**config.mk**
```make
export PLATFORM = sky130hd
export DESIGN_NAME = rmst_seq_flat
export DESIGN_NICKNAME = d
export VERILOG_FILES = /design/src/hdl/rmst_pkg.sv /design/src/hdl/rmst_if.sv /design/src/hdl/rmst_seq.sv /design/src/flat_wrapper.sv
export SDC_FILE = /design/constraint.sdc
export NUM_CORES = 1
export LEC_CHECK = 0
export BUFFER_PORTS_ARGS = -buffer_cell sky130_fd_sc_hd__buf_4
export CAP_MARGIN = 15
export CORE_AREA = 5 5 160 162
export DETAILED_ROUTE_END_ITERATION = 8
export DIE_AREA = 0 0 165 167
export PLACE_DENSITY_LB_ADDON = 0.1
export SLEW_MARGIN = 25
export SYNTH_ARGS = -nofsm -noshare
export SYNTH_HDL_FRONTEND = slang
export SYNTH_SLANG_ARGS = --single-unit
```
**constraint.sdc**
```tcl
create_clock -name clk -period 10.15 [get_ports clk]
set_input_delay 2.03 -clock clk [delete_from_list [all_inputs] [get_ports clk]]
set_output_delay 2.03 -clock clk [all_outputs]
set_load 0.005 [all_outputs]
```
**src/hdl/rmst_pkg.sv**
```systemverilog
// Shared types, widths, codes and helpers for the range maximum segment tree.
`timescale 1ns / 1ps

package rmst_pkg;

  localparam int OPCODE_W = 1;
  localparam int INDEX_W  = 10;
  localparam int VALUE_W  = 16;
  localparam int NODE_W   = 17;

  typedef logic        [OPCODE_W-1:0] opcode_t;
  typedef logic        [INDEX_W-1:0]  index_t;
  typedef logic        [VALUE_W-1:0]  value_t;
  typedef logic signed [NODE_W-1:0]   node_t;

  localparam opcode_t OP_QUERY = 1'b0;
  localparam opcode_t OP_RAISE = 1'b1;

  // entry never written / empty range
  localparam node_t EMPTY_NODE = '1;

  function automatic node_t node_max(node_t a, node_t b);
    return (a > b) ? a : b;
  endfunction

endpackage

```
**src/hdl/rmst_if.sv**
```systemverilog
// Channel interfaces: command input and query result output.
`timescale 1ns / 1ps

interface rmst_req_if;
  logic               valid;
  logic               ready;
  rmst_pkg::opcode_t  opcode;
  rmst_pkg::index_t   range_low;
  rmst_pkg::index_t   range_high;
  rmst_pkg::value_t   new_value;

  modport source (output valid, output opcode, output range_low, output range_high,
                  output new_value, input ready);
  modport sink   (input valid, input opcode, input range_low, input range_high,
                  input new_value, output ready);
endinterface


```
**src/hdl/rmst_seq.sv**
```systemverilog
// Sequencer: clearing pass, update path walk and query node walk over the tree RAM.
`timescale 1ns / 1ps

module rmst_seq #(
  parameter int LEAVES = 1024
) (
  input  logic                          clk,
  input  logic                          rst,
  rmst_req_if.sink                      req,
  output logic                          res_valid,
  input  logic                          res_ready,
  output rmst_pkg::node_t               res_data,
  output logic                          ram_we,
  output logic [$clog2(2*LEAVES)-1:0]   ram_waddr,
  output rmst_pkg::node_t               ram_wdata,
  output logic                          ram_re,
  output logic [$clog2(2*LEAVES)-1:0]   ram_raddr,
  input  rmst_pkg::node_t               ram_rdata
);

  localparam int NODES = 2 * LEAVES;
  localparam int AW    = $clog2(NODES);
  localparam int WW    = $clog2(NODES + 1);
  localparam int IW    = (WW > rmst_pkg::INDEX_W) ? WW : rmst_pkg::INDEX_W;

  localparam logic [AW-1:0] LAST_NODE = AW'(NODES - 1);
  localparam logic [IW-1:0] LEAVES_I  = IW'(LEAVES);
  localparam logic [IW-1:0] TOP_LEAF  = IW'(LEAVES - 1);
  localparam logic [WW-1:0] LEAVES_W  = WW'(LEAVES);
  localparam logic [WW-1:0] ONE_W     = WW'(1);
  localparam logic [AW-1:0] ONE_A     = AW'(1);

  localparam logic [2:0] S_CLEAR = 3'd0;
  localparam logic [2:0] S_IDLE  = 3'd1;
  localparam logic [2:0] S_ULEAF = 3'd2;
  localparam logic [2:0] S_UUP   = 3'd3;
  localparam logic [2:0] S_QWALK = 3'd4;
  localparam logic [2:0] S_QFIN  = 3'd5;

  logic [2:0]      state, state_next;
  logic [AW-1:0]   cnt, cnt_next;
  logic            rd_pend, rd_pend_next;
  logic [WW-1:0]   l, l_next;
  logic [WW-1:0]   r, r_next;
  rmst_pkg::node_t cur, cur_next;
  rmst_pkg::node_t best, best_next;
  rmst_pkg::node_t val, val_next;

  logic [IW-1:0]   lo_ext;
  logic [IW-1:0]   hi_ext;
  logic [IW-1:0]   hi_clamp;
  logic [WW-1:0]   l_inc;
  logic [WW-1:0]   r_dec;
  logic [WW-1:0]   parent;
  rmst_pkg::node_t merged;
  rmst_pkg::node_t acc;

  assign req.ready = (state == S_IDLE);
  assign res_valid = (state == S_QFIN);
  assign res_data  = best;

  always_comb begin
    lo_ext   = IW'(req.range_low);
    hi_ext   = IW'(req.range_high);
    hi_clamp = (hi_ext >= LEAVES_I) ? TOP_LEAF : hi_ext;
    l_inc    = l + ONE_W;
    r_dec    = r - ONE_W;
    parent   = l >> 1;
    merged   = rmst_pkg::node_max(cur, ram_rdata);
    acc      = rd_pend ? rmst_pkg::node_max(best, ram_rdata) : best;

    state_next   = state;
    cnt_next     = cnt;
    rd_pend_next = 1'b0;
    l_next       = l;
    r_next       = r;
    cur_next     = cur;
    best_next    = best;
    val_next     = val;
    ram_we       = 1'b0;
    ram_waddr    = l[AW-1:0];
    ram_wdata    = cur;
    ram_re       = 1'b0;
    ram_raddr    = l[AW-1:0];

    case (state)
      S_CLEAR: begin
        ram_we    = 1'b1;
        ram_waddr = cnt;
        ram_wdata = rmst_pkg::EMPTY_NODE;
        cnt_next  = cnt + ONE_A;
        if (cnt == LAST_NODE) begin
          state_next = S_IDLE;
        end
      end
      S_IDLE: begin
        if (req.valid) begin
          if (req.opcode == rmst_pkg::OP_RAISE) begin
            // out-of-table update is dropped
            if (lo_ext < LEAVES_I) begin
              l_next     = lo_ext[WW-1:0] + LEAVES_W;
              val_next   = rmst_pkg::node_t'({1'b0, req.new_value});
              ram_re     = 1'b1;
              ram_raddr  = l_next[AW-1:0];
              state_next = S_ULEAF;
            end
          end else begin
            best_next = rmst_pkg::EMPTY_NODE;
            if (lo_ext > hi_clamp) begin
              l_next = '0;
              r_next = '0;
            end else begin
              l_next = lo_ext[WW-1:0] + LEAVES_W;
              r_next = hi_clamp[WW-1:0] + LEAVES_W + ONE_W;
            end
            state_next = S_QWALK;
          end
        end
      end
      S_ULEAF: begin
        // leaf read back: raise it, fetch its sibling
        cur_next  = rmst_pkg::node_max(ram_rdata, val);
        ram_we    = 1'b1;
        ram_wdata = cur_next;
        ram_re    = 1'b1;
        ram_raddr = l[AW-1:0] ^ ONE_A;
        state_next = S_UUP;
      end
      S_UUP: begin
        // sibling arrives: write parent; siblings are off the path, so reads run ahead
        cur_next  = merged;
        ram_we    = 1'b1;
        ram_waddr = parent[AW-1:0];
        ram_wdata = merged;
        l_next    = parent;
        if (parent == ONE_W) begin
          state_next = S_IDLE;
        end else begin
          ram_re    = 1'b1;
          ram_raddr = parent[AW-1:0] ^ ONE_A;
        end
      end
      S_QWALK: begin
        best_next = acc;
        if (l < r) begin
          case ({l[0], r[0]})
            2'b11: begin
              ram_re       = 1'b1;
              rd_pend_next = 1'b1;
              l_next       = l_inc;
            end
            2'b10: begin
              ram_re       = 1'b1;
              rd_pend_next = 1'b1;
              l_next       = l_inc >> 1;
              r_next       = r >> 1;
            end
            2'b01: begin
              ram_re       = 1'b1;
              ram_raddr    = r_dec[AW-1:0];
              rd_pend_next = 1'b1;
              l_next       = l >> 1;
              r_next       = r >> 1;
            end
            default: begin
              l_next = l >> 1;
              r_next = r >> 1;
            end
          endcase
        end else begin
          state_next = S_QFIN;
        end
      end
      S_QFIN: begin
        if (res_ready) begin
          state_next = S_IDLE;
        end
      end
      default: begin
        state_next = S_IDLE;
      end
    endcase
  end

  always_ff @(posedge clk) begin
    if (rst) begin
      state   <= S_CLEAR;
      cnt     <= '0;
      rd_pend <= 1'b0;
    end else begin
      state   <= state_next;
      cnt     <= cnt_next;
      rd_pend <= rd_pend_next;
    end
  end

  always_ff @(posedge clk) begin
    l    <= l_next;
    r    <= r_next;
    cur  <= cur_next;
    best <= best_next;
    val  <= val_next;
  end

endmodule

```
**src/flat_wrapper.sv**
```systemverilog
// flat-port wrapper written by rule: the top's interface ports become plain ports
module rmst_seq_flat 
#(
  parameter int LEAVES = 1024
)
  (clk, rst, res_valid, res_ready, res_data, ram_we, ram_waddr, ram_wdata, ram_re, ram_raddr, ram_rdata, req_valid, req_opcode, req_range_low, req_range_high, req_new_value, req_ready);
  rmst_req_if req_i ();
  input  logic clk;
  input  logic rst;
  output logic res_valid;
  input  logic res_ready;
  output rmst_pkg::node_t res_data;
  output logic ram_we;
  output logic [$clog2(2*LEAVES)-1:0] ram_waddr;
  output rmst_pkg::node_t ram_wdata;
  output logic ram_re;
  output logic [$clog2(2*LEAVES)-1:0] ram_raddr;
  input  rmst_pkg::node_t ram_rdata;
  input wire logic [$bits(req_i.valid)-1:0] req_valid;
  input wire logic [$bits(req_i.opcode)-1:0] req_opcode;
  input wire logic [$bits(req_i.range_low)-1:0] req_range_low;
  input wire logic [$bits(req_i.range_high)-1:0] req_range_high;
  input wire logic [$bits(req_i.new_value)-1:0] req_new_value;
  output wire logic [$bits(req_i.ready)-1:0] req_ready;
  assign req_i.valid = req_valid;
  assign req_i.opcode = req_opcode;
  assign req_i.range_low = req_range_low;
  assign req_i.range_high = req_range_high;
  assign req_i.new_value = req_new_value;
  assign req_ready = req_i.ready;
  rmst_seq #(.LEAVES(LEAVES)) u_core (.clk(clk), .rst(rst), .req(req_i), .res_valid(res_valid), .res_ready(res_ready), .res_data(res_data), .ram_we(ram_we), .ram_waddr(ram_waddr), .ram_wdata(ram_wdata), .ram_re(ram_re), .ram_raddr(ram_raddr), .ram_rdata(ram_rdata));
endmodule
```
==> metrics.txt <==
status=completed; ant diodes=0; peak supply drop=between 60 and 70 uV; met2 WL=around 13000 um; PD cells=96.9 nW/um^2; Sw Ratio=roughly a quarter; met1 WL=approximately 12000 um; post-detailed-placement half-perimeter wirelength=about 20000 um; leakage=between 3 and 4 nW; io pins=118; CP required=between 8 and 9 ns; Syn Inst Count=just under 900; Clock Sinks=89; GRT overflow=0; post-synthesis compound-gate area fraction=approximately a quarter; Residual DRC=0; clk_skew=0.0111 ns; P_int=~0.64 mW; Final Cycle Share=67.2%; CTS Root Cell=clkbuf_16; setup TNS=0 ns; R2R Setup Slk=about 6.2 ns; vias in the first global route=6845; CTS resizes=0; Slew HR=23.7%; ANT nets after route=0; Final Critical Period=6.82 ns; Cell variety after synth=66; Netlist Area Pre-Place=roughly 7500 um^2; register area share after synthesis=roughly a third; unrepaired setup endpoints after global routing=false; largest area contributor in the netlist=edfxtp_1; Die Height=167 um; number of I/O port buffers=approximately 120; Synth top area share=29.4%; antenna violations before repair=0; top layer in use=met4; vias=~7000; Filler cells=~2600; HP Class=reg2reg; crit path launch type=primary input; TritonCTS Buffers=9; Worst-path clk slew=0.07 ns; Iter 0 DRT Violations=548; fraction of layout cells with a size suffix above 1=approximately 17%; post-DR wirelength/cell=20.7 um; Final Slew Violations=0; via/cell ratio=roughly 5.5; Max Cap Viol=0; row count=57; Post-Synth Simple-Gate Area=between 10% and 20%; switching power=around 0.23 mW; Critical Path Fanout Max=10; Layout area overhead=19.7%; Clk pwr share=approximately two fifths; fraction of the mapped netlist area in adder cells=12.4%; #FFs+latches synth=~90; sequential share of power=a little under half; Initial Util=a little under a third; Synth warnings=0; Slew @ Worst Pin=1.14 ns; synth top area cells=edfxtp_1 29%, ha_1 12%, o22ai_1 4.6%; most frequent cells in the layout=131 x buf_4, 78 x nor2_1, 75 x nand2_1, 75 x ha_1, 74 x edfxtp_1; net count after synthesis=around 1000; die footprint=~28000 um^2; CORE AREA=24000 um^2; mean post-synth cell area=approximately 8.6 um^2; setup violators final=0; WL met3=roughly 1300 um; Post CTS Setup Buffer Count=0; number of synthesized flops with an enable pin=74; Combinational Power Share=between 10% and 20%; final hold slack=between 0.5 and 0.6 ns; first-pass GRT wire length=40500 um; clk buf depth=2; Setup crit end kind=output port; Setup CP Type=in2out; placer congestion estimate=about 0.88; Clk Latency, worst-skew pair=0.36 ns; NumNets Final=1100; Final Hold Fails=0; TritonRoute pass-1 iters=5; Main synth FF type=edfxtp_1; post-synthesis async set-or-reset flop share=0%; commonest non-fill, non-tap cell in the layout=buf_4; GR Util All Layers=about a fifth; Fmax=between 100 and 150 MHz; Post-CTS Hold Buffers=0; final std cells w/o fill=~1300; post-synthesis mux area share=slightly below 3%; DP Cell Count=around 1300; Synth Area in XOR/XNOR=around 3.7%; WL final=around 27000 um; main combinational cell family by area after synthesis=compound AO/OA/AOI/OAI gates; CTS H-tree depth=3; Critical Path AT=4.79 ns; pin count of the biggest net entering global routing=41; chip width=165 um; CTS tree=done
final timing paths:
path	cells after the start	startpoint	to
setup / recovery	11	ram_rdata[11]	ram_wdata[15]
hold / removal	2	u_core.cnt[5]$_SDFFE_PP0P_	u_core.cnt[5]$_SDFFE_PP0P_
setup reg to reg	6	u_core.state[2]$_SDFFE_PP0P_	u_core.cur[0]$_DFFE_PP_
hold reg to reg	2	u_core.cnt[5]$_SDFFE_PP0P_	u_core.cnt[5]$_SDFFE_PP0P_
metrics by stage:
step	instance area, um^2	total power, mW	setup WS, ns	utilization, %
after global placement	8730	0.522	3.35	36.4
after detailed placement	8730	0.522	3.32	36.5
final	9040	0.875	3.33	37.7
after global routing	9040	0.910	3.13	37.7
after CTS	9040	0.885	3.32	37.7
after floorplan	7550	0.474	3.84	-
state kept, by name (all words and copies together) (netlist names):
name             flops
u_core.rd_pend       1
u_core.r            12
u_core.val          16
u_core.l            12
u_core.cur          17
u_core.state         3
u_core.res_data     17
u_core.cnt          11
area by class of cell:
cell class	count	area, um^2	area share (%)
clock inverter	7	77.6	0.858
inverter	70	263	2.91
sequential	89	2520	27.9
clock buffer	9	225	2.49
multi-input combinational	666	4560	50.5
timing repair buffer	131	983	10.9
tap	324	405	4.49
logic make-up (layout without fill, tap and decap cells):
kind of cell | after synthesis | in the layout
fa+ha+maj | 75 | 75
mux | 22 | 22
xor+xnor | 32 | 32
buf+inv | 126 | 217
flops | 89 | 89
simple gates | 256 | 256
compound gates | 281 | 281
routing by layer:
metal	vias up	global-route usage (%)
met5	-	0
met4	0	4.59
met3	25	2.67
met2	208	31.9
met1	3456	25.4
li1	3485	-
synth_stat cells (all sizes together) (8+ instances only):
master   n
xor2     8
buf     14
and3    10
a21oi   65
nor2b    9
mux2i   21
nor3    16
nand4   20
o22ai   55
a211oi  26
ha      75
a21o    13
clkbuf  42
dfxtp   15
nand2   75
nor2    79
a221o   17
nand3   19
xnor2   24
edfxtp  74
inv     69
o21ai   50
power by group through the flow:
stage                     Clock, mW  Combinational [mW]  Sequential, mW
final                         0.362               0.115           0.398
after global routing          0.384               0.127           0.398
after global placement            0               0.115           0.407
after floorplan                   0              0.0676           0.406
after detailed placement          0               0.115           0.407
after CTS                     0.371               0.115           0.398
critical path: stages:
cell	delay, ns
buf_4	0.12
ha_1	0.29
nand4_1	0.23
nor4_1	0.40
a211oi_2	0.07
a21oi_2	0.62
buf_4	0.35
mux2i_1	0.29
a211oi_1	0.11
nor2_1	0.16
buf_4	0.12
No activity file was read; power rests on OpenSTA's default activity.
